### src/design/ggs_pkg.sv
// Shared types, constants and the arctangent table for the go-to-goal steering pipeline.
package ggs_pkg;

  // Fixed-point formats
  localparam int POS_W    = 16;  // Q5.11 positions
  localparam int ANG_W    = 16;  // Q3.13 angles
  localparam int CFG_W    = 16;  // widest register
  localparam int LIM_W    = 15;  // 15-bit registers and outputs
  localparam int DIFF_W   = POS_W + 1;
  localparam int SQ_W     = 2 * POS_W;       // one square, nonnegative
  localparam int REM_W    = SQ_W + 1;        // sum of two squares
  localparam int DIST_W   = 17;              // floor(sqrt) of a REM_W value
  localparam int TRY_W    = REM_W + 2;
  localparam int PRESCALE = 12;
  localparam int CW       = 32;              // CORDIC x/y width, covers gain
  localparam int ZW       = 18;              // CORDIC angle accumulator
  localparam int ERR_W    = 19;
  localparam int PROD_W   = CFG_W + DIST_W;
  localparam int GAIN_SHIFT = 12;
  localparam int ATAN_W   = 13;

  localparam logic [LIM_W-1:0] ANG_PI     = 15'd25736;
  localparam logic [LIM_W+1:0] ANG_TWO_PI = 17'd51472;

  // Register indexes
  typedef enum logic [2:0] {
    REG_GOAL_X        = 3'd0,
    REG_GOAL_Y        = 3'd1,
    REG_SPEED_GAIN    = 3'd2,
    REG_SPEED_LIMIT   = 3'd3,
    REG_ARRIVE_RADIUS = 3'd4,
    REG_AIM_TOLERANCE = 3'd5
  } ggs_reg_e;

  localparam logic signed [POS_W-1:0] RST_GOAL_X        = 16'sd2048;
  localparam logic signed [POS_W-1:0] RST_GOAL_Y        = 16'sd2048;
  localparam logic [CFG_W-1:0]        RST_SPEED_GAIN    = 16'd4096;
  localparam logic [LIM_W-1:0]        RST_SPEED_LIMIT   = 15'd6144;
  localparam logic [LIM_W-1:0]        RST_ARRIVE_RADIUS = 15'd205;
  localparam logic [LIM_W-1:0]        RST_AIM_TOLERANCE = 15'd1638;

  // Work carried through the rotation / square-root stages
  typedef struct packed {
    logic signed [CW-1:0]    cx;
    logic signed [CW-1:0]    cy;
    logic signed [ZW-1:0]    cz;
    logic [REM_W-1:0]        rem;
    logic [DIST_W-1:0]       root;
    logic signed [ANG_W-1:0] hd;
  } ggs_work_t;

  typedef struct packed {
    logic [LIM_W-1:0] forward_speed;
    logic [LIM_W-1:0] turn_rate;
  } ggs_result_t;

  // atan(2^-i) in Q3.13, rounded
  function automatic logic [ATAN_W-1:0] atan_entry(input int unsigned i);
    logic [ATAN_W-1:0] v;
    case (i)
      0:       v = 13'd6434;
      1:       v = 13'd3798;
      2:       v = 13'd2007;
      3:       v = 13'd1019;
      4:       v = 13'd511;
      5:       v = 13'd256;
      6:       v = 13'd128;
      7:       v = 13'd64;
      8:       v = 13'd32;
      9:       v = 13'd16;
      10:      v = 13'd8;
      11:      v = 13'd4;
      12:      v = 13'd2;
      13:      v = 13'd1;
      default: v = 13'd0;
    endcase
    return v;
  endfunction

endpackage

### src/design/ggs_decide.sv
// Back stage: wrapped heading error, gain product, then stop/turn/drive select.
module ggs_decide (
  input  logic                         clk,
  input  logic                         adv,
  input  ggs_pkg::ggs_work_t           work_i,
  input  logic [ggs_pkg::CFG_W-1:0]    speed_gain,
  input  logic [ggs_pkg::LIM_W-1:0]    speed_limit,
  input  logic [ggs_pkg::LIM_W-1:0]    arrive_radius,
  input  logic [ggs_pkg::LIM_W-1:0]    aim_tolerance,
  output ggs_pkg::ggs_result_t         result_o
);
  import ggs_pkg::*;

  localparam logic signed [ERR_W-1:0] PI_S  = $signed({{(ERR_W-LIM_W){1'b0}}, ANG_PI});
  localparam logic signed [ERR_W-1:0] PI2_S =
    $signed({{(ERR_W-LIM_W-2){1'b0}}, ANG_TWO_PI});

  logic signed [ERR_W-1:0]  err_raw, err_nxt, err_r, err_abs;
  logic [PROD_W-1:0]        prod_r;
  logic                     far_r;
  logic [PROD_W-GAIN_SHIFT-1:0] speed_raw;
  logic [LIM_W-1:0]         speed_sat, aerr;

  always_comb begin
    err_raw = $signed({{(ERR_W-ZW){work_i.cz[ZW-1]}}, work_i.cz})
            - $signed({{(ERR_W-ANG_W){work_i.hd[ANG_W-1]}}, work_i.hd});
    // one step of 2*pi is always enough for this range
    if (err_raw > PI_S) begin
      err_nxt = err_raw - PI2_S;
    end else if (err_raw < -PI_S) begin
      err_nxt = err_raw + PI2_S;
    end else begin
      err_nxt = err_raw;
    end
  end

  always_ff @(posedge clk) begin
    if (adv) begin
      err_r  <= err_nxt;
      prod_r <= {{(PROD_W-CFG_W){1'b0}}, speed_gain}
              * {{(PROD_W-DIST_W){1'b0}}, work_i.root};
      far_r  <= (work_i.root > {{(DIST_W-LIM_W){1'b0}}, arrive_radius});
    end
  end

  always_comb begin
    err_abs   = err_r[ERR_W-1] ? -err_r : err_r;
    aerr      = err_abs[LIM_W-1:0];
    speed_raw = prod_r[PROD_W-1:GAIN_SHIFT];
    if (speed_raw > {{(PROD_W-GAIN_SHIFT-LIM_W){1'b0}}, speed_limit}) begin
      speed_sat = speed_limit;
    end else begin
      speed_sat = speed_raw[LIM_W-1:0];
    end
    result_o = '0;
    if (far_r) begin
      if (aerr > aim_tolerance) begin
        result_o.turn_rate = aerr;
      end else begin
        result_o.forward_speed = speed_sat;
      end
    end
  end

endmodule

### config.mk
export PLATFORM = sky130hd
export DESIGN_NAME = ggs_decide
export DESIGN_NICKNAME = d
export VERILOG_FILES = /design/src/design/ggs_pkg.sv /design/src/design/ggs_decide.sv
export SDC_FILE = /design/constraint.sdc
export NUM_CORES = 1
export LEC_CHECK = 0
export ABC_AREA = 1
export BUFFER_PORTS_ARGS = -buffer_cell sky130_fd_sc_hd__buf_2
export CELL_PAD_IN_SITES_DETAIL_PLACEMENT = 0
export CELL_PAD_IN_SITES_GLOBAL_PLACEMENT = 1
export CORE_MARGIN = 4
export CORE_UTILIZATION = 43
export DETAILED_ROUTE_END_ITERATION = 8
export PLACE_DENSITY = 0.85
export SLEW_MARGIN = 20
export SYNTH_ARGS = -nofsm -noshare
export SYNTH_HDL_FRONTEND = slang
export SYNTH_SLANG_ARGS = --single-unit
export TNS_END_PERCENT = 50
### constraint.sdc
create_clock -name clk -period 8 [get_ports clk]
set_input_delay 1.6 -clock clk [delete_from_list [all_inputs] [get_ports clk]]
set_output_delay 1.6 -clock clk [all_outputs]
set_load 0.05 [all_outputs]
Word level (Yosys, flattened, before mapping)
Index checks and enable logic that the tools add are counted.

word-level totals
  bits of input ports = 211
  register bits = 53

cells by class
  $lt $le $gt $ge = 5
  add/subtract/negate cells = 4
  multipliers = 1
  mux-type cells = 7

operators with widths
  cell                                                   number
  two-way mux 15 bit                                     4
  two-way mux 19 bit                                     2
  multiplier 16 x 17 -> 33 bit                           1
  two-way mux 30 bit                                     1
  > comparator 21 x 15 -> 1 bit                          1
  adder 19 x 17 -> 19 bit (second input constant)        1
  > comparator 19 x 16 -> 1 bit (second input constant)  1
  < comparator 19 x 16 -> 1 bit (second input constant)  1
  subtractor 18 x 16 -> 19 bit                           1
  subtractor 19 x 17 -> 19 bit (second input constant)   1
  > comparator 17 x 15 -> 1 bit                          1
  > comparator 15 bit                                    1
  negation 15 bit                                        1

Logic depth before layout (Yosys ltp)
  depth after elaboration = 5
  depth in mapped cells = 28
  mapped depth without buffers = 26

Least setup slack after synthesis
Ideal clock, no wire load.

  path type = input-to-reg
  start point = input speed_gain[9] (netlist bit)
  end point = register prod_r[23], data pin
  data required time = 7.735 ns
  path buffers = 2
  arrival time = 6.754 ns
  stages on the path = 22
  slack = 0.981 ns
  cell sequence = clkbuf_1 clkbuf_1 nand2_1 fa_1 inv_1 fa_1 inv_1 fa_1 inv_1 fa_1 fa_1 inv_1 fa_1 inv_1 ha_1 a21oi_1 inv_1 a21oi_1 nand3_1 a21boi_1 o21ai_0 xor2_1

between the ends
  word-level cells in the longest chain between the ends = 1

ends and longest elaborated chain
  element                       line              RTL
  start, declared               ggs_decide.sv:6   input logic [ggs_pkg::CFG_W-1:0] speed_gain,
  multiplier 16 x 17 -> 33 bit  ggs_decide.sv:41  * {{(PROD_W-DIST_W){1'b0}}, work_i.root};
  end signal, assigned          ggs_decide.sv:40  prod_r <= {{(PROD_W-CFG_W){1'b0}}, speed_gain}
  end, declared                 ggs_decide.sv:19  logic [PROD_W-1:0] prod_r;

Every way passes these cells.
A chain may end at the register's enable or synchronous reset.

Worst setup path in the final report
  start point = input work_i[22] (netlist bit)
  end point = register prod_r[21], data pin

between the ends
  word-level cells in the longest chain between the ends = 1

ends and longest elaborated chain
  element                       line              RTL
  start, declared               ggs_decide.sv:5   input ggs_pkg::ggs_work_t work_i,
  multiplier 16 x 17 -> 33 bit  ggs_decide.sv:41

Every way passes these cells.

==> qor.csv <==
stage,metric,value,unit
status,status,"complete, no violations",
pwr,pwr/cell area,431,mW/mm^2
worst_hold_path,hold endpoint,err_r[0]$_DFFE_PP_,
finish,post-route insts no fill,2551,
worst_hold_path,Hold Crit Depth,3,
timing,Tightest Pin Transition,0.822,ns
timing,final worst slack,0.880,ns
cts,clock tree sinks,38,
worst_setup_path,max incr delay on CP,0.55,ns
worst_setup_path,CP endpoint kind,register,
worst_setup_path,"Cell Chain, Critical Path",buf_2 > nand2_1 > fa_1 > inv_1 > fa_1 > inv_1 > fa_1 > inv_1 > fa_1 > fa_1 > inv_1 > fa_1 > inv_1 > ha_1 > a21oi_1 > inv_1 > a21oi_1 > nand3_1 > a21oi_1 > o21ai_1 > xor2_1,
synth,complex-gate fraction of the synthesized area,0.0603,
cts,postcts setup bufs,0,
floorplan,die span in y,190,um
routing,post-route ant nets,0,
routing,Pre-Repair DR Iteration Count,5,
synth,largest family of logic cells by synthesized area,adder cells,
synth,Yosys reg bits,38,
placement,DP Cell Count,2543,
synth,Yosys warnings,0,
timing,Final period util,0.890,
synth,synth unique cells,43,
finish,layout cells sized above 1,0.0863,
synth,share of the synthesized area in the top cell type,0.292,
worst_setup_path,data required time of the worst path,8.02,ns
routing,Final Routed Wirelength,36000,um
cts,# hold bufs at CTS,0,
floorplan,Starting Density,0.437,
worst_setup_path,Worst Setup Start Kind,input pin,
worst_setup_path,Worst path slowest cell,fa_1,
grt,number of global-route vias before repair,12780,
floorplan,Core Area,0.0326,sq mm
synth,post-synthesis adder-cell area fraction,0.440,
placement,port bufs,143,
finish,fin nets,2696,
placement,DP HPWL,30100,um
timing,unrepaired setup endpoints after global routing,no,
cts,CTS tree,built,
grt,antenna violations before repair,1,
timing,setup TNS,0,ns
worst_hold_path,HP Class,input pin to register,
timing,Final Hold Vio Count,0,
synth,Post-Syn Area,0.0143,sq mm
synth,Post-synth EDFFs,38,
routing,DR DRC count,0,
routing,starting DRC count in detailed routing,592,
worst_setup_path,WP buf/inv,7,
synth,Syn Inst Count,2026,
cts,CTS Root Cell,clkbuf_16,
routing,average wire per standard cell,14.1,um
synth,largest area contributor in the netlist,fa_1,
synth,"top cells by area, synth","fa_1 (29%), nand2_1 (15%), ha_1 (15%)",
timing,Final Max Tran Viols,0,
timing,Peak Freq,0.140,GHz
pwr,Lkg Pwr,9.34,nW
worst_hold_path,min-delay src,work_i[0],
worst_setup_path,worst-path fanout max,17,
worst_setup_path,WP data arrival,7.14,ns
synth,Synth Area in Simple Gates,0.224,
synth,mux cell area share after synthesis,0,
placement,pre-CTS setup slack,0.646,ns
grt,total gr overflow,0,
finish,P&R area growth vs syn,8.25,%
routing,total number of vias,12525,
synth,sequential-to-total area share from yosys stat,0.0800,
run,MaxCap Viol Count,0,
grt,first-pass GRT wire length,61400,um
pwr,VDD IR-drop max,401,uV
synth,Post-Synth XOR/XNOR Area,0.0312,
grt,largest net degree at the start of global routing,39,
synth,syn nets,2614,
grt,total global-route track usage,0.205,
synth,Post-synth ARST share,0,
timing,WHS,1.76,ns
worst_setup_path,critical path type,input pin to register,
worst_setup_path,Top delay family on crit path,adder cells,
placement,RePlAce Congestion,0.852,
cts,# resized after CTS,0,
floorplan,io pins,241,
cts,Max Buffers Root-to-Sink,2,
cts,cts bufs inserted,5,
routing,Vias/cell,4.91,
floorplan,die footprint,0.0362,sq mm
timing,relative slew slack,0.452,
timing,post-layout min period,7.12,ns
cts,"Reg clk slew, reported paths",0.05,ns
timing,Final Setup Violations,0,
floorplan,Die X-Extent,190,um
cts,H-tree depth,2,
synth,"Avg Cell Area, Syn",7.04,sq um
floorplan,row cnt,66,
synth,dominant synthesized flop cell,edfxtp_1,
==> where the power goes <==
part	internal (mW)	leakage [nW]	switching (mW)	total, mW
Combinational	2.11	8.89	3.75	5.86
Clock	0.144	0.0773	0.0683	0.212
Sequential	0.545	0.371	0.0434	0.588
==> per-layer routing <==
metal	GRT usage	vias to the layer above	share of wire	wire length [um]
met3	0.0180	48	0.038	1360
met2	0.362	268	0.50	17800
met1	0.278	6035	0.45	16200
met4	0.0381	0	0.017	601
met5	0	-	0	0
li1	-	6174	-	-
==> sequential cells by signal, summed over array words and instances, names as in the netlist <==
name,cells
err_r,16
far_r,1
prod_r,21
==> cells in the final DEF, fill, tap and decap left out, types with 2 or more instances in the layout <==
master and instances:
a221oi_1 3, fa_1 208, nand2_2 9, nand3_1 62, nor2_2 3, a31oi_1 2, xor2_1 38, nand3_2 2
nor4_1 2, ha_1 169, nand3b_1 3, nor3_1 15, nor2_1 87, inv_1 539, o21a_1 4, nand4_1 23
buf_4 7, a211oi_1 4, edfxtp_1 38, a21oi_2 4, or2_2 2, o21bai_1 2, o211ai_1 2, inv_2 3
xnor2_1 11, a2111oi_0 2, clkbuf_16 5, nand2_1 580, a21oi_1 81, buf_2 143, o21ai_1 3, o31ai_1 2
o21ai_0 39
==> metrics by stage <==
stage | util | area [sq um] | power, mW
finish | 0.473 | 15400 | 6.66
global route | 0.473 | 15400 | 7.54
CTS | 0.473 | 15400 | 6.72
detailed placement | 0.469 | 15300 | 6.46
global placement | 0.469 | 15300 | 6.40
floorplan | - | 14300 | 4.96
==> cells by family (layout without fill, tap and decap cells) <==
kind of cell,Yosys count,in the layout
simple gates,791,791
other cells,0,1
fa+ha+maj,377,377
buf+inv,617,699
compound gates,153,153
flops,38,38
xor+xnor,50,50
==> area by class of cell <==
cell class / instances / area [sq um]
repair buffers: 150 / 768
fillers: 3360 / 17200
flip-flops and latches: 38 / 1140
clock inverters: 2 / 33.8
multi-input cells: 1371 / 10800
clock buffers: 5 / 125
well taps: 442 / 553
diodes: 1 / 2.50
inverters: 542 / 2030
==> how the worst max path moves through the flow <==
stage	startpoint	to	slack, ns	cells past startpoint
4_1_cts	work_i[22]	prod_r[23]$_DFFE_PP_	0.92	21
3_5_place_dp	work_i[22]	prod_r[23]$_DFFE_PP_	0.65	21
5_1_grt	work_i[22]	prod_r[23]$_DFFE_PP_	0.61	21
3_3_place_gp	work_i[22]	prod_r[23]$_DFFE_PP_	0.69	21
2_1_floorplan	speed_gain[9]	prod_r[23]$_DFFE_PP_	0.98	22
6_report	work_i[22]	prod_r[21]$_DFFE_PP_	0.88	21
==> synth_stat cells, types with 3 or more instances <==
master and instances:
a211oi_1 4, a21oi_1 81, a21oi_2 4, a221oi_1 3, clkbuf_1 70, edfxtp_1 38, fa_1 208, ha_1 169
inv_1 539, inv_2 3, nand2_1 580, nand2_2 9, nand3_1 62, nand3b_1 3, nand4_1 23, nor2_1 87
nor2_2 3, nor3_1 15, o21a_1 4, o21ai_0 39, o21ai_1 3, xnor2_1 11, xor2_1 38
(Power assumes the default switching activity.)
