[src/design/ggs_pkg.sv]
// Shared types, constants and the arctangent table for the go-to-goal steering pipeline.
package ggs_pkg;

  // Fixed-point formats
  localparam int POS_W    = 16;  // Q5.11 positions
  localparam int ANG_W    = 16;  // Q3.13 angles
  localparam int CFG_W    = 16;  // widest register
  localparam int LIM_W    = 15;  // 15-bit registers and outputs
  localparam int DIFF_W   = POS_W + 1;
  localparam int SQ_W     = 2 * POS_W;       // one square, nonnegative
  localparam int REM_W    = SQ_W + 1;        // sum of two squares
  localparam int DIST_W   = 17;              // floor(sqrt) of a REM_W value
  localparam int TRY_W    = REM_W + 2;
  localparam int PRESCALE = 12;
  localparam int CW       = 32;              // CORDIC x/y width, covers gain
  localparam int ZW       = 18;              // CORDIC angle accumulator
  localparam int ERR_W    = 19;
  localparam int PROD_W   = CFG_W + DIST_W;
  localparam int GAIN_SHIFT = 12;
  localparam int ATAN_W   = 13;

  localparam logic [LIM_W-1:0] ANG_PI     = 15'd25736;
  localparam logic [LIM_W+1:0] ANG_TWO_PI = 17'd51472;

  // Register indexes
  typedef enum logic [2:0] {
    REG_GOAL_X        = 3'd0,
    REG_GOAL_Y        = 3'd1,
    REG_SPEED_GAIN    = 3'd2,
    REG_SPEED_LIMIT   = 3'd3,
    REG_ARRIVE_RADIUS = 3'd4,
    REG_AIM_TOLERANCE = 3'd5
  } ggs_reg_e;

  localparam logic signed [POS_W-1:0] RST_GOAL_X        = 16'sd2048;
  localparam logic signed [POS_W-1:0] RST_GOAL_Y        = 16'sd2048;
  localparam logic [CFG_W-1:0]        RST_SPEED_GAIN    = 16'd4096;
  localparam logic [LIM_W-1:0]        RST_SPEED_LIMIT   = 15'd6144;
  localparam logic [LIM_W-1:0]        RST_ARRIVE_RADIUS = 15'd205;
  localparam logic [LIM_W-1:0]        RST_AIM_TOLERANCE = 15'd1638;

  // Work carried through the rotation / square-root stages
  typedef struct packed {
    logic signed [CW-1:0]    cx;
    logic signed [CW-1:0]    cy;
    logic signed [ZW-1:0]    cz;
    logic [REM_W-1:0]        rem;
    logic [DIST_W-1:0]       root;
    logic signed [ANG_W-1:0] hd;
  } ggs_work_t;

  typedef struct packed {
    logic [LIM_W-1:0] forward_speed;
    logic [LIM_W-1:0] turn_rate;
  } ggs_result_t;

  // atan(2^-i) in Q3.13, rounded
  function automatic logic [ATAN_W-1:0] atan_entry(input int unsigned i);
    logic [ATAN_W-1:0] v;
    case (i)
      0:       v = 13'd6434;
      1:       v = 13'd3798;
      2:       v = 13'd2007;
      3:       v = 13'd1019;
      4:       v = 13'd511;
      5:       v = 13'd256;
      6:       v = 13'd128;
      7:       v = 13'd64;
      8:       v = 13'd32;
      9:       v = 13'd16;
      10:      v = 13'd8;
      11:      v = 13'd4;
      12:      v = 13'd2;
      13:      v = 13'd1;
      default: v = 13'd0;
    endcase
    return v;
  endfunction

endpackage

[src/design/ggs_front.sv]
// Front stages: goal offset, squares with CORDIC pre-rotation, sum of squares.
module ggs_front (
  input  logic                               clk,
  input  logic                               adv,
  input  logic signed [ggs_pkg::POS_W-1:0]   goal_x,
  input  logic signed [ggs_pkg::POS_W-1:0]   goal_y,
  input  logic signed [ggs_pkg::POS_W-1:0]   pos_x,
  input  logic signed [ggs_pkg::POS_W-1:0]   pos_y,
  input  logic signed [ggs_pkg::ANG_W-1:0]   heading,
  output ggs_pkg::ggs_work_t                 work_o
);
  import ggs_pkg::*;

  // stage 0
  logic signed [DIFF_W-1:0] dx_r, dy_r, dx_nxt, dy_nxt;
  logic signed [ANG_W-1:0]  hd0_r;
  // stage 1
  logic [SQ_W-1:0]          sqx_r, sqy_r, sqx_nxt, sqy_nxt;
  logic signed [2*DIFF_W-1:0] px, py;
  logic signed [CW-1:0]     xs, ys;
  logic signed [CW-1:0]     cx1_r, cy1_r, cx1_nxt, cy1_nxt;
  logic signed [ZW-1:0]     cz1_r, cz1_nxt;
  logic signed [ANG_W-1:0]  hd1_r;
  // stage 2
  ggs_work_t                work_r, work_nxt;

  always_comb begin
    dx_nxt = $signed({goal_x[POS_W-1], goal_x}) - $signed({pos_x[POS_W-1], pos_x});
    dy_nxt = $signed({goal_y[POS_W-1], goal_y}) - $signed({pos_y[POS_W-1], pos_y});
  end

  always_comb begin
    px = $signed({{DIFF_W{dx_r[DIFF_W-1]}}, dx_r}) * $signed({{DIFF_W{dx_r[DIFF_W-1]}}, dx_r});
    py = $signed({{DIFF_W{dy_r[DIFF_W-1]}}, dy_r}) * $signed({{DIFF_W{dy_r[DIFF_W-1]}}, dy_r});
    sqx_nxt = px[SQ_W-1:0];
    sqy_nxt = py[SQ_W-1:0];
    xs = $signed({{(CW-DIFF_W-PRESCALE){dx_r[DIFF_W-1]}}, dx_r, {PRESCALE{1'b0}}});
    ys = $signed({{(CW-DIFF_W-PRESCALE){dy_r[DIFF_W-1]}}, dy_r, {PRESCALE{1'b0}}});
    // left half-plane: rotate by pi so the iterations start with x >= 0
    if (dx_r[DIFF_W-1]) begin
      cx1_nxt = -xs;
      cy1_nxt = -ys;
      cz1_nxt = dy_r[DIFF_W-1] ? -$signed({{(ZW-LIM_W){1'b0}}, ANG_PI})
                               :  $signed({{(ZW-LIM_W){1'b0}}, ANG_PI});
    end else begin
      cx1_nxt = xs;
      cy1_nxt = ys;
      cz1_nxt = '0;
    end
  end

  always_comb begin
    work_nxt.cx   = cx1_r;
    work_nxt.cy   = cy1_r;
    work_nxt.cz   = cz1_r;
    work_nxt.rem  = {1'b0, sqx_r} + {1'b0, sqy_r};
    work_nxt.root = '0;
    work_nxt.hd   = hd1_r;
  end

  always_ff @(posedge clk) begin
    if (adv) begin
      dx_r   <= dx_nxt;
      dy_r   <= dy_nxt;
      hd0_r  <= heading;
      sqx_r  <= sqx_nxt;
      sqy_r  <= sqy_nxt;
      cx1_r  <= cx1_nxt;
      cy1_r  <= cy1_nxt;
      cz1_r  <= cz1_nxt;
      hd1_r  <= hd0_r;
      work_r <= work_nxt;
    end
  end

  assign work_o = work_r;

endmodule

[config.mk]
export PLATFORM = sky130hd
export DESIGN_NAME = ggs_front
export DESIGN_NICKNAME = d
export VERILOG_FILES = /design/src/design/ggs_pkg.sv /design/src/design/ggs_front.sv
export SDC_FILE = /design/constraint.sdc
export NUM_CORES = 2
export LEC_CHECK = 0
export ABC_AREA = 0
export BUFFER_PORTS_ARGS = -buffer_cell sky130_fd_sc_hd__buf_2
export CAP_MARGIN = 10
export CELL_PAD_IN_SITES_DETAIL_PLACEMENT = 1
export CELL_PAD_IN_SITES_GLOBAL_PLACEMENT = 2
export CORE_MARGIN = 2
export CORE_UTILIZATION = 38
export DETAILED_ROUTE_END_ITERATION = 10
export PLACE_DENSITY = 0.78
export SYNTH_ARGS = -nofsm -noshare
export SYNTH_HDL_FRONTEND = slang
export SYNTH_SLANG_ARGS = --single-unit
[constraint.sdc]
create_clock -name clk -period 6 [get_ports clk]
set_clock_uncertainty 0.2 [all_clocks]
set_input_delay 0.6 -clock clk [delete_from_list [all_inputs] [get_ports clk]]
set_output_delay 0.6 -clock clk [all_outputs]
set_load 0.01 [all_outputs]
== Word level (Yosys, flattened, before mapping) ==
Index checks and enable logic that the tools add are counted.
Widths: inputs -> output; s select.

* Multiply operators: 2
* Add/subtract/negate cells: 5
* Muxes and demuxes: 3

{| class="wikitable"
|+ Operators by type and width
! operator !! number
|-
| $mul 17x17->32 || 2
|-
| $neg 29->32 || 2
|-
| $sub 16x16->17 || 2
|-
| $add 32x32->33 || 1
|-
| $mux 32 || 1
|-
| $mux 28 || 1
|-
| $mux 18 || 1
|}

* Input port bits: 82
* Output and inout bits: 148
* Bits in registers: 343

== Logic depth before layout (Yosys ltp) ==
* Depth in word-level cells: 2
* Depth in mapped cells: 25
* Gate-level depth less buffers: 23

== Worst setup path before layout ==
OpenSTA, ideal clock, no wires.

* Path kind: flip-flop to flip-flop
* From: register dx_r[16]
* To: register sqx_r[31] (data pin)
* Setup slack: -0.611 ns
* Data required time: 5.540 ns
* Cell stages (with the launch flop): 23
* Data arrival time: 6.151 ns
* Cell sequence: edfxtp_1 > clkbuf_1 > clkbuf_1 > clkbuf_1 > and2_1 > fa_1 > fa_1 > fa_1 > fa_1 > fa_1 > inv_1 > fa_1 > inv_1 > ha_1 > clkbuf_1 > a21o_1 > o21bai_1 > a221oi_1 > o21ai_0 > a211oi_1 > o31ai_1 > a21oi_1 > xnor2_1

* Longest elaborated chain between the ends: 1

{| class="wikitable"
|+ RTL lines
! what !! RTL line !! RTL
|-
| from (decl) || ggs_front.sv:15 || <nowiki>logic signed [DIFF_W-1:0] dx_r, dy_r, dx_nxt, dy_nxt;</nowiki>
|-
| from (signal assigned) || ggs_front.sv:63 || <nowiki>dx_r <= dx_nxt;</nowiki>
|-
| $mul 17x17->32 || ggs_front.sv:33 || <nowiki>px = $signed({{DIFF_W{dx_r[DIFF_W-1]}}, dx_r}) * $signed({{DIFF_W{dx_r[DIFF_W-1]}}, dx_r});</nowiki>
|-
| named net px[31] || ggs_front.sv:19 || <nowiki>logic signed [2*DIFF_W-1:0] px, py;</nowiki>
|-
| to (signal assigned) || ggs_front.sv:66 || <nowiki>sqx_r <= sqx_nxt;</nowiki>
|-
| to (decl) || ggs_front.sv:18 || <nowiki>logic [SQ_W-1:0] sqx_r, sqy_r, sqx_nxt, sqy_nxt;</nowiki>
|}

The timed path passes the listed nets, and every way through them passes these cells.
A chain may end at the register's enable or synchronous reset.

== Worst setup path in the final report ==
* From: register dx_r[5]
* To: register sqx_r[31] (data pin)

Same word-level chain as after synthesis.

==> out/results.ini <==
[logic_synthesis]
syn-cell-area_sq_um = 30800
synth_cell_types = 68
synth_seq_cells = 261
async_flop_share = 0
synth_edf_count = 261
synth_ff_type = edfxtp_1
seq_area_frac_synth = 0.254
yosysWarnings = 0
avgSynthCellArea_sq_um = 10.6
syn-instance-count = 2899

[placed_design]
placed_area_sq_um = 35600
numPortBuffers = 185
place_inst = 4404
hpwl_mm = 63.3
gp_congestion = 0.867

[sta]
finalMaxSlewViolations = 0
setup_ws_ns = -0.386
rsz0062_at_grt = yes
hold_viol_final = 0
max-slew-margin-rel = 0.413
clock.fmax_mhz = 157
worst_slew_pin_slew_ns = 0.881
min_period_ns = 6.39
fin_crit_sh = 1.06
setup_violations = 23

[drt]
vias_per_cell = 4.76
wl_per_cell_um = 16.9
wl_mm = 77.4
drt-pass1-iter-count = 5
ant_nets = 0
initialDrtViolationCount = 767
drc = 0
vias = 21700

[cts]
cts.path.max_buffers = 3
clk_pin_slew_ns = 0.07
insertion_delay_ns = 0.63
cts_buffers = 31
h-tree-depth = 1
root_buffer = clkbuf_16
cts_tree = done
cts_sinks = 261

[floorplanning]
die_h_um = 289
coreArea_sq_um = 80400
die_w_um = 289
io_pins = 230
start_util = 0.384
std_cell_rows = 104
die-area_sq_um = 83500

[worst_setup_path]
end_kind = flip-flop
required_ns = 6.15
worstSetupPathType = flip-flop to flip-flop
r2r_start = dx_r[5]
cp_max_fo = 3
arrival_ns = 6.54
critPathLaunchType = flip-flop
startpoint = dx_r[5]

[outcome]
status = complete, but fails checks
violations = setup timing

[grt]
grt_pass1_wl_mm = 127
grt_pass1_vias = 25100
grt_start_max_net_pins = 113
grt_overflow_total = 0
track_usage = 0.190
antenna_found_initial = 3

[finish]
drive_gt1_frac = 0.271
finish.instance_area_sq_um = 38600
fin_cells = 4567
final_nets = 4317
area_delta_synth_final_pct = 25.3
antenna_cells = 0

[hold_path]
hold_start = pos_y[0]
hp-class = input port to flip-flop

[run]
drv_cap = 0

Yosys cell counts (7+ instances only):
| cell | instances | area share |
|---|---|---|
| nand2b_1 | 25 | 0.0051 |
| or2_2 | 10 | 0.0020 |
| nand3_1 | 24 | 0.0039 |
| nor2_1 | 104 | 0.013 |
| xnor2_1 | 140 | 0.040 |
| xor2_1 | 29 | 0.0082 |
| o21ai_0 | 47 | 0.0076 |
| a31o_2 | 8 | 0.0023 |
| o21a_1 | 23 | 0.0056 |
| nor2b_1 | 36 | 0.0073 |
| inv_1 | 719 | 0.087 |
| or3_1 | 10 | 0.0020 |
| o31ai_1 | 14 | 0.0034 |
| a211o_1 | 7 | 0.0020 |
| and2_1 | 102 | 0.021 |
| a211oi_1 | 9 | 0.0022 |
| and3_1 | 16 | 0.0032 |
| clkbuf_1 | 61 | 0.0074 |
| edfxtp_1 | 261 | 0.25 |
| a21o_1 | 23 | 0.0056 |
| buf_4 | 56 | 0.014 |
| fa_1 | 515 | 0.33 |
| ha_1 | 237 | 0.096 |
| nand2_1 | 197 | 0.024 |
| o211ai_1 | 7 | 0.0017 |
| o31a_1 | 7 | 0.0020 |
| a21oi_1 | 77 | 0.012 |
| o21bai_1 | 8 | 0.0019 |
| nor3_1 | 26 | 0.0042 |
| a31oi_1 | 10 | 0.0020 |
state kept, by name (all words and copies together), names as in the netlist:
name    flops
hd0_r      16
cz1_r       3
dx_r       17
cy1_r      19
sqy_r      31
hd1_r      16
dy_r       17
work_o     92
sqx_r      31
cx1_r      19
cells in the final DEF, fill, tap and decap left out, types with 8 or more instances in the layout:
master and count:
inv_1 662, fa_1 487, buf_4 353, edfxtp_1 261, ha_1 202, buf_2 185
nand2_1 164, xnor2_1 140, nor2_1 90, and2_1 81, buf_6 67, a21oi_1 59
inv_2 55, conb_1 47, o21ai_0 41, nor2b_1 32, clkbuf_16 31, ha_4 29
fa_2 28, xor2_1 27, nand2_2 25, o21a_1 23, nand2b_1 23, a21o_1 22
and2_4 21, nand3_1 21, nor3_1 21, dlygate4sd3_1 16, and3_1 13, o31ai_1 13
nor2_2 10, a21oi_2 10, or2_2 10, clkinv_1 9, or3_1 9, nand2_4 8
a21oi_4 8, a31oi_1 8
final timing paths:
kind	slack, ns	to	cells past startpoint
worst min register to register	0.21	work_o[113]	0
worst min-delay path	0.15	dy_r[0]	3
worst max-delay path	-0.39	sqx_r[31]	25
worst max register to register	-0.39	sqx_r[31]	25
area by class of cell:
class / count / area, sq um
fillers: 8848 / 41800
clock inverters: 22 / 234
well taps: 1060 / 1330
clock buffers: 35 / 791
inverters: 722 / 2720
flip-flops and latches: 261 / 7840
multi-input cells: 1836 / 21100
repair buffers: 631 / 4680
kinds of logic after synthesis:
kind of cell	after synthesis	share of synthesized area
adders and majority gates	752	0.430
other	1	0.000122
muxes	2	0.000730
buffers and inverters	848	0.110
xor gates and xnor gates	169	0.0480
DFF	261	0.254
AOI/OAI and AO/OA	287	0.0640
and+or+nand+nor	579	0.0924
per-stage QoR:
step | setup TNS (ns) | hold slack, ns | worst slack (ns) | utilization
final | -4.33 | 0.148 | -0.386 | 0.481
after global routing | -9.89 | 0.128 | -0.615 | 0.481
after CTS | -2.69 | 0.105 | -0.312 | 0.473
after detailed placement | -6.70 | 0.205 | -0.545 | 0.443
after global placement | -4.96 | 0.200 | -0.420 | 0.443
after floorplan | -0.320 | 0.200 | -0.0762 | -
routing by layer:
| layer | up-vias | GRT usage | wire length (um) |
|---|---|---|---|
| met5 | - | 0 | 0 |
| met4 | 0 | 0.0352 | 1500 |
| met3 | 76 | 0.0194 | 2200 |
| met2 | 271 | 0.347 | 41000 |
| met1 | 11300 | 0.245 | 32700 |
| li1 | 10100 | - | - |
critical path, cell delays in order (launching register included):
cell and delay [ns]:
edfxtp_1 0.44, buf_6 0.15, buf_6 0.12, nand2_4 0.06, inv_2 0.03, fa_1 0.51, inv_2 0.05, fa_2 0.46
fa_1 0.51, inv_2 0.04, fa_1 0.51, fa_1 0.55, inv_1 0.05, fa_1 0.49, inv_2 0.05, ha_4 0.21
buf_6 0.12, a21oi_4 0.16, nand2_1 0.07, o31a_1 0.37, buf_4 0.18, buf_6 0.12, a211oi_4 0.28, o31ai_1 0.12
a21oi_1 0.18, xnor2_1 0.09
timing repair:
item / in CTS / in global routing
pin swaps: 110 / 113
endpoints found under the setup margin: 24 / 30
resized for setup: 196 / 118
endpoints found under the hold margin: 16 / 0
hold buffers: 16 / 0
buffers inserted: 63 / 39
Power is not shown: default switching activity piles up to over one toggle a cycle in this logic, so the estimate is an artifact.
