[config.mk]
export PLATFORM = sky130hd
export DESIGN_NAME = ggs_iter
export DESIGN_NICKNAME = d
export VERILOG_FILES = /design/src/design/ggs_pkg.sv /design/src/design/ggs_iter.sv
export SDC_FILE = /design/constraint.sdc
export NUM_CORES = 1
export LEC_CHECK = 0
export BUFFER_PORTS_ARGS = -buffer_cell sky130_fd_sc_hd__buf_4
export CAP_MARGIN = 10
export CORE_ASPECT_RATIO = 2
export CORE_MARGIN = 2
export CORE_UTILIZATION = 30
export CTS_CLUSTER_DIAMETER = 50
export DETAILED_ROUTE_END_ITERATION = 7
export PLACE_DENSITY = 0.51
export REMOVE_ABC_BUFFERS = 1
export SYNTH_ARGS = -nofsm -noshare
export SYNTH_HDL_FRONTEND = slang
export SYNTH_SLANG_ARGS = --single-unit
[constraint.sdc]
create_clock -name clk -period 3.3 [get_ports clk]
set_input_delay 0.33 -clock clk [delete_from_list [all_inputs] [get_ports clk]]
set_output_delay 0.33 -clock clk [all_outputs]
set_load 0.02 [all_outputs]
[src/design/ggs_pkg.sv]
// Shared types, constants and the arctangent table for the go-to-goal steering pipeline.
package ggs_pkg;

  // Fixed-point formats
  localparam int POS_W    = 16;  // Q5.11 positions
  localparam int ANG_W    = 16;  // Q3.13 angles
  localparam int CFG_W    = 16;  // widest register
  localparam int LIM_W    = 15;  // 15-bit registers and outputs
  localparam int DIFF_W   = POS_W + 1;
  localparam int SQ_W     = 2 * POS_W;       // one square, nonnegative
  localparam int REM_W    = SQ_W + 1;        // sum of two squares
  localparam int DIST_W   = 17;              // floor(sqrt) of a REM_W value
  localparam int TRY_W    = REM_W + 2;
  localparam int PRESCALE = 12;
  localparam int CW       = 32;              // CORDIC x/y width, covers gain
  localparam int ZW       = 18;              // CORDIC angle accumulator
  localparam int ERR_W    = 19;
  localparam int PROD_W   = CFG_W + DIST_W;
  localparam int GAIN_SHIFT = 12;
  localparam int ATAN_W   = 13;

  localparam logic [LIM_W-1:0] ANG_PI     = 15'd25736;
  localparam logic [LIM_W+1:0] ANG_TWO_PI = 17'd51472;

  // Register indexes
  typedef enum logic [2:0] {
    REG_GOAL_X        = 3'd0,
    REG_GOAL_Y        = 3'd1,
    REG_SPEED_GAIN    = 3'd2,
    REG_SPEED_LIMIT   = 3'd3,
    REG_ARRIVE_RADIUS = 3'd4,
    REG_AIM_TOLERANCE = 3'd5
  } ggs_reg_e;

  localparam logic signed [POS_W-1:0] RST_GOAL_X        = 16'sd2048;
  localparam logic signed [POS_W-1:0] RST_GOAL_Y        = 16'sd2048;
  localparam logic [CFG_W-1:0]        RST_SPEED_GAIN    = 16'd4096;
  localparam logic [LIM_W-1:0]        RST_SPEED_LIMIT   = 15'd6144;
  localparam logic [LIM_W-1:0]        RST_ARRIVE_RADIUS = 15'd205;
  localparam logic [LIM_W-1:0]        RST_AIM_TOLERANCE = 15'd1638;

  // Work carried through the rotation / square-root stages
  typedef struct packed {
    logic signed [CW-1:0]    cx;
    logic signed [CW-1:0]    cy;
    logic signed [ZW-1:0]    cz;
    logic [REM_W-1:0]        rem;
    logic [DIST_W-1:0]       root;
    logic signed [ANG_W-1:0] hd;
  } ggs_work_t;

  typedef struct packed {
    logic [LIM_W-1:0] forward_speed;
    logic [LIM_W-1:0] turn_rate;
  } ggs_result_t;

  // atan(2^-i) in Q3.13, rounded
  function automatic logic [ATAN_W-1:0] atan_entry(input int unsigned i);
    logic [ATAN_W-1:0] v;
    case (i)
      0:       v = 13'd6434;
      1:       v = 13'd3798;
      2:       v = 13'd2007;
      3:       v = 13'd1019;
      4:       v = 13'd511;
      5:       v = 13'd256;
      6:       v = 13'd128;
      7:       v = 13'd64;
      8:       v = 13'd32;
      9:       v = 13'd16;
      10:      v = 13'd8;
      11:      v = 13'd4;
      12:      v = 13'd2;
      13:      v = 13'd1;
      default: v = 13'd0;
    endcase
    return v;
  endfunction

endpackage

[src/design/ggs_iter.sv]
// One pipeline stage: CORDIC vectoring micro-rotation and/or a square-root digit.
module ggs_iter #(
  parameter int IDX          = 0,
  parameter int CORDIC_STEPS = 14
) (
  input  logic               clk,
  input  logic               adv,
  input  ggs_pkg::ggs_work_t work_i,
  output ggs_pkg::ggs_work_t work_o
);
  import ggs_pkg::*;

  localparam bit DO_ROT  = (IDX < CORDIC_STEPS);
  localparam bit DO_ROOT = (IDX < DIST_W);
  localparam int J       = DO_ROOT ? (DIST_W - 1 - IDX) : 0;

  logic signed [CW-1:0] xs, ys;
  logic signed [ZW-1:0] zstep;
  logic [TRY_W-1:0]     trial;
  ggs_work_t            work_r, work_nxt;

  always_comb begin
    xs    = work_i.cx >>> IDX;
    ys    = work_i.cy >>> IDX;
    zstep = $signed({{(ZW-ATAN_W){1'b0}}, atan_entry(IDX)});
    // (root + 2^J)^2 - root^2
    trial = ({{(TRY_W-DIST_W){1'b0}}, work_i.root} << (J + 1))
          + ({{(TRY_W-1){1'b0}}, 1'b1} << (2 * J));
    work_nxt = work_i;
    if (DO_ROT) begin
      if (!work_i.cy[CW-1]) begin
        work_nxt.cx = work_i.cx + ys;
        work_nxt.cy = work_i.cy - xs;
        work_nxt.cz = work_i.cz + zstep;
      end else begin
        work_nxt.cx = work_i.cx - ys;
        work_nxt.cy = work_i.cy + xs;
        work_nxt.cz = work_i.cz - zstep;
      end
    end
    if (DO_ROOT && ({2'b00, work_i.rem} >= trial)) begin
      work_nxt.rem  = work_i.rem - trial[REM_W-1:0];
      work_nxt.root = work_i.root | ({{(DIST_W-1){1'b0}}, 1'b1} << J);
    end
  end

  always_ff @(posedge clk) begin
    if (adv) begin
      work_r <= work_nxt;
    end
  end

  assign work_o = work_r;

endmodule

## After elaboration in Yosys (flattened, before gate mapping)

Cells that the tools add are included.

| word-level totals | value |
|---|---|
| output and inout bits | 148 |
| logic and storage cells | 17 |
| flip-flop bits (word level) | 148 |
| bits of input ports | 150 |

| operators by class | value |
|---|---|
| order comparisons | 1 |
| $add $sub $neg | 7 |
| muxes and demuxes | 2 |

Operators with widths:

| operator | count |
|---|---|
| 2-to-1 mux 82 bit | 1 |
| subtractor 32 bit | 2 |
| 2-to-1 mux 50 bit | 1 |
| adder 34 x 33 -> 35 bit, second input constant | 1 |
| >= comparator 33 x 35 -> 1 bit | 1 |
| subtractor 33 bit | 1 |
| adder 32 bit | 1 |
| adder 18 x 14 -> 18 bit, second input constant | 1 |
| subtractor 18 x 14 -> 18 bit, second input constant | 1 |

## Logic depth before layout (Yosys ltp)

Gate-level depths: netlist of the first run.

| logic depth | value |
|---|---|
| depth after elaboration | 3 |
| depth in mapped cells | 13 |
| depth with buffers taken out | 12 |

## Worst setup path after synthesis of the first run

OpenSTA, ideal clock, no wires.

| timing path | value |
|---|---|
| path type | input-to-reg |
| start point | in work_i[50] in the netlist's numbering |
| end point | reg work_r, in the netlist work_o[58], data pin |
| slack | 0.228 ns |
| path buffers | 1 |
| stages on the path | 13 |
| setup time | 0.260 ns |
| arrival time | 2.813 ns |
| data required time | 3.040 ns |
| cells stage by stage | inv_1 -> ha_1 -> fa_1 -> nor2b_1 -> o21ai_1 -> a21boi_1 -> o21ai_1 -> a2111oi_2 -> nor2_1 -> o21ai_1 -> o2bb2ai_2 -> buf_4 -> mux2_2 |

RTL lines:

| what | line | RTL |
|---|---|---|
| from (decl) | ggs_iter.sv:8 | `input ggs_pkg::ggs_work_t work_i,` |
| to (signal assigned) | ggs_iter.sv:49 | `work_r <= work_nxt;` |
| to (decl) | ggs_iter.sv:20 | `ggs_work_t work_r, work_nxt;` |

==> results_dict.tcl, run 1 <==
set metrics [dict create \
    outcome "finished clean" \
    worst_hold_slack_ns 0.0615 \
    ys_seq_elements 147 \
    cp_max_fo 7 \
    grt_max_degree 78 \
    hpwlAfterDp_mm 35.1 \
    cts_hold_buf 0 \
    p_total_uw 7060 \
    cts.reportedPaths.clkPinSlew_ns 0.07 \
    grt_pass1_vias 11000 \
    die_w_um 144 \
    first_pass_iters 4 \
    cp_cell_sequence "buf_4 -> inv_1 -> ha_1 -> a21oi_1 -> o21ai_0 -> buf_4 -> o21ai_0 -> a2111oi_2 -> nor2_1 -> a2111oi_0 -> o41ai_1 -> xnor2_1" \
    root_buffer "clkbuf_16" \
    ctsHtreeMaxLevel 4 \
    layout_commonest_cell "buf_4" \
    worst_slew_pin_slew_ns 0.900 \
    gp_congestion 0.980 \
    final_cell_area_um2 15900 \
    hold_path_depth 1 \
    grt_setup_unrepaired "false" \
    diodes 0 \
    drc 0 \
    drt_wl_total_mm 42.6 \
    synth.avg_cell_area_um2 9.58 \
    first_iter_violations 490 \
    core_um2 38800 \
    min_from "work_i[13]" \
    vias 10800 \
    fin_ws_ns 0.333 \
    cts_sinks 147 \
    post_cts_resized 0 \
    max_stage_delay_ns 0.51 \
    async_flop_share 0 \
    slowest_stage "a2111oi_2" \
    utilization 0.410 \
    layout.nets 1899 \
    synth-seq-area-share 0.374 \
    antenna_found_initial 0 \
    cts_tree "yes" \
    cts_setup_buffers 0 \
    static-leakage-power_uw 0.00708 \
    numCtsBuffers 17 \
    start_util 0.304 \
    synth_edf_count 147 \
    drv_cap 0 \
    die_h_um 284 \
    slew_viol_final 0 \
    ys_types 81 \
    place_area_um2 15300 \
    power_density_nw_per_um2 444 \
    drive_above_1_share 0.298 \
    portBuffers 297 \
    crit_path_end_kind "flop" \
    crit_arrival_ns 3.15 \
    hold_end "work_o[13]" \
    final.fill_count 3963 \
    most-common-layout-cells "401 x buf_4, 147 x edfxtp_1, 136 x ha_1, 127 x a21oi_1, 109 x inv_1" \
    syn_inst 1231 \
    syn_to_final_growth_pct 34.9 \
    peakVddDrop_mv 0.384 \
    final-hold-violation-count 0 \
    period_minus_slack_ns 2.97 \
    row_count 102 \
    min_path_type "in -> reg" \
    grt_usage 0.204 \
    vias_per_cell 5.04 \
    multi_input_area_um2 6720 \
    ios 298 \
    largest_reg_flops 147 \
    regArea_um2 4410 \
    grt_pass1_wl_mm 62.7 \
    die_area_um2 41000 \
    wl_per_cell_um 19.9 \
    drtAntennaViolNets 0 \
    cp-start-kind "primary input" \
    pre_cts_slack_ns -0.0725 \
    yosys_warnings 0 \
    grt-ovfl-total 0 \
    crit_type "in -> reg" \
    setup_viol 0 \
    relSlewSlack 0.400 \
    worstPathRequired_ns 3.49 \
    synth_flop_cell "edfxtp_1" \
    cts_buffer_depth 2 \
    period_share 0.899 \
    max_freq_mhz 337 \
    syn-cell-area_um2 11800 \
]
-- cell usage after synthesis (9+ instances only) --
master | n | area [um2]
a21oi_1 | 127 | 636
nand2_1 | 52 | 195
nor4_1 | 12 | 75.1
ha_1 | 136 | 1700
nand2b_1 | 10 | 62.6
mux2i_1 | 14 | 140
buf_2 | 10 | 50.1
clkbuf_1 | 26 | 97.6
edfxtp_1 | 147 | 4410
o31ai_1 | 11 | 82.6
inv_1 | 109 | 409
nor2_1 | 86 | 323
xor2_1 | 21 | 184
nor2b_1 | 22 | 138
o21bai_1 | 24 | 180
mux2_2 | 15 | 169
o21ai_0 | 77 | 385
xnor2_1 | 62 | 543
and3_1 | 9 | 56.3
nand4_1 | 9 | 56.3
nand3_1 | 23 | 115
a21o_1 | 23 | 173
a31oi_1 | 11 | 68.8
a211oi_1 | 17 | 128
nor3_1 | 31 | 155
-- how the worst max path moves through the flow --
stage	from	cells after the start	slack (ns)	to
after floorplan	work_i[50]	12	0.27	work_o[52]
after global placement	work_i[90]	12	-0.04	work_o[145]
after detailed placement	work_i[85]	12	-0.07	work_o[145]
after CTS	work_i[85]	12	0.40	work_o[145]
after global routing	work_i[85]	12	0.13	work_o[145]
final	work_i[90]	12	0.33	work_o[145]
-- critical path: cells and delay by family --
| family | cells | cell delay [ns] |
|---|---|---|
| compound gates | 6 | 1.81 |
| xor+xnor | 1 | 0.16 |
| fa+ha+maj | 1 | 0.42 |
| buf+inv | 3 | 0.32 |
| simple gates | 1 | 0.12 |
-- logic make-up after synthesis --
group | synth area share
AO/OA/AOI/OAI | 0.202
AND/OR/NAND/NOR | 0.126
buffers and inverters | 0.0552
flip-flops | 0.374
adder cells (fa/ha/maj) | 0.153
XOR/XNOR | 0.0617
multiplexers | 0.0275
-- cell type report --
class	instances	area share
multi-input cells	918	0.423
flip-flops and latches	147	0.278
repair buffers	404	0.193
well taps	520	0.0409
inverters	120	0.0283
clock buffers	18	0.0270
clock inverters	14	0.0105
-- stage by stage --
| stage | TNS [ns] | std cells |
|---|---|---|
| finish | 0 | 2141 |
| global route | 0 | 2141 |
| CTS | 0 | 2141 |
| detailed placement | -0.192 | 2109 |
| global placement | -0.0449 | 2109 |
| floorplan | 0 | 1185 |
-- routing by layer --
metal / vias up / global-route usage / wire length (um) / share of wire
met5: - / 0 / 0 / 0
met4: 0 / 0.132 / 2780 / 0.065
met3: 121 / 0.0303 / 1980 / 0.046
met2: 373 / 0.404 / 23900 / 0.56
met1: 5081 / 0.186 / 13900 / 0.33
li1: 5221 / - / - / -
-- report_power, final --
| group | internal (uW) | leakage [uW] | switching (uW) |
|---|---|---|---|
| registers | 2370 | 0.00144 | 67.7 |
| logic | 1090 | 0.00535 | 1480 |
| clock network | 1140 | 0.000285 | 916 |
| total | 4600 | 0.00708 | 2460 |
No activity file was read; power rests on OpenSTA's default activity.
==> run 2, diff against run 1 <==
Settings changed: ABC_AREA from default to 1, PLACE_DENSITY 0.51 to 0.5.
Clock period 3.3 ns to 3.2 ns, I/O delays scaled along.
==> run 2 against run 1 <==
Against the previous run: global-route usage rose by 2.3 points; sequential power rose by 2%; largest power group unchanged; count of clock-buffer cells in the layout fell by 1; critical path type unchanged; area after synthesis rose by 18%.
==> results_dict.tcl, run 2 <==
set metrics [dict create \
    outcome "finished clean" \
    period_minus_slack_ns 2.17 \
    drv_cap 0 \
    worst_hold_slack_ns 0.0301 \
    row_count 111 \
    layout_commonest_cell "nand2_1" \
    syn_inst 1990 \
    portBuffers 297 \
    crit_path_end_kind "flop" \
    grt-ovfl-total 0 \
    cts_buffer_depth 2 \
    crit_arrival_ns 2.40 \
    yosys.area.top_type "edfxtp_1" \
    root_buffer "clkbuf_16" \
    synth_flop_cell "edfxtp_1" \
    setup.worst_path.start "work_i[95]" \
    yosysMostFrequentCell "nand2_1" \
    final-hold-violation-count 0 \
    worst_slew_pin_slew_ns 0.836 \
    drtAntennaViolNets 0 \
    ys_types 47 \
    cts_sinks 147 \
    grt_usage 0.227 \
    start_util 0.303 \
    synth.avg_cell_area_um2 6.98 \
    synth-seq-area-share 0.318 \
    setup_viol 0 \
    hpwlAfterDp_mm 46.7 \
    crit_type "in -> reg" \
    gp_congestion 0.929 \
    synth_top_area_frac 0.318 \
    cts_setup_buffers 0 \
    power_density_nw_per_um2 423 \
    diodes 0 \
    max_freq_mhz 461 \
    cts.reportedPaths.clkPinSlew_ns 0.08 \
    utilization 0.377 \
    peakVddDrop_mv 0.276 \
    grt_setup_unrepaired "false" \
    synth_edf_count 147 \
    slew_viol_final 0 \
    largest_reg_flops 147 \
    first_pass_iters 5 \
    fin_tns_setup_ns 0 \
    cts_tree "yes" \
    antenna_found_initial 0 \
    grt_max_degree 73 \
    period_share 0.677 \
    layout.nets 2568 \
    grt_pass1_wl_mm 80.4 \
    vias_per_cell 4.80 \
    numCtsBuffers 17 \
    synth_area_leaders "edfxtp_1 32%, nand2_1 17%, ha_1 12%" \
    syn_to_final_growth_pct 24.3 \
    ys_top_cells_by_count "640 x nand2_1, 318 x inv_1, 176 x nand3_1" \
    die_h_um 308 \
    drc 0 \
    worstPathRequired_ns 3.43 \
    drive_above_1_share 0.185 \
    wl_per_cell_um 19.2 \
    vias 13700 \
    grt_pass1_vias 14100 \
    yosys_warnings 0 \
    syn-cell-area_um2 13900 \
    core_um2 45800 \
    cp-start-kind "primary input" \
    cts_hold_buf 0 \
    die_w_um 156 \
    relSlewSlack 0.443 \
    first_iter_violations 655 \
    cp_max_fo 11 \
    cp-endpoint "work_o[112]" \
    ys_seq_elements 147 \
    static-leakage-power_uw 0.00896 \
    die_area_um2 48100 \
    ctsHtreeMaxLevel 4 \
    drt_wl_total_mm 54.7 \
    most-common-layout-cells "640 x nand2_1, 318 x inv_1, 312 x buf_4, 176 x nand3_1, 147 x edfxtp_1" \
    ios 298 \
    async_flop_share 0 \
    min_path_type "in -> reg" \
    post_cts_resized 0 \
]
[run 2: per-layer routing]
layer,share of wire,track usage,vias to the layer above
met5,0,0,-
met1,0.33,0.203,6245
met2,0.56,0.462,459
li1,-,-,6892
met3,0.046,0.0325,114
met4,0.062,0.142,0
[run 2: logic make-up after synthesis]
family,Yosys count,share of synthesized area
xor gates and xnor gates,45,0.0284
adders and majority gates,141,0.130
buffers and inverters,392,0.114
and+or+nand+nor,1046,0.321
muxes,1,0.000721
AOI/OAI and AO/OA,218,0.0877
DFF,147,0.318
[run 2: cell type report]
class	count	area, um2
fill	4925	28600
multi-input combinational	1451	7890
sequential	147	4410
timing repair buffer	314	2370
inverter	346	1300
tap	565	707
clock buffer	17	425
clock inverter	15	163
[run 2: report_power, final]
| group | switching, uW | leakage [uW] | internal, uW |
|---|---|---|---|
| combinational | 1810 | 0.00725 | 963 |
| clock | 1000 | 0.000279 | 1040 |
| sequential | 77.1 | 0.00144 | 2410 |
| total | 2890 | 0.00896 | 4420 |
[run 2: how the worst min path moves through the flow]
stage,startpoint,to,depth (start not counted)
after floorplan,work_i[0],work_o[0],0
after global placement,work_i[3],work_o[3],1
after global routing,work_i[3],work_o[3],1
after detailed placement,work_i[15],work_o[15],1
after CTS,work_i[1],work_o[1],1
final,work_i[1],work_o[1],1
[run 2: worst max-delay path, stage by stage]
cell and delay (ns):
buf_4 0.11, inv_1 0.04, ha_1 0.60, nand2_2 0.17, nor2_2 0.26, and2_1 0.18
nand2_1 0.07, nand3b_1 0.23, nand2_1 0.11, nand2_1 0.08, nand2_1 0.05, nand3_1 0.09
nand2_1 0.07
[run 2: metrics by stage]
step | std cells | setup WS (ns) | area, um2 | total power (uW)
3_3_place_gp | 2823 | 0.560 | 16700 | 5310
5_1_grt | 2855 | 0.805 | 17300 | 7720
2_1_floorplan | 1944 | 0.912 | 13600 | 4100
6_report | 2855 | 1.03 | 17300 | 7310
3_5_place_dp | 2823 | 0.519 | 16700 | 5320
4_1_cts | 2855 | 1.02 | 17300 | 7390
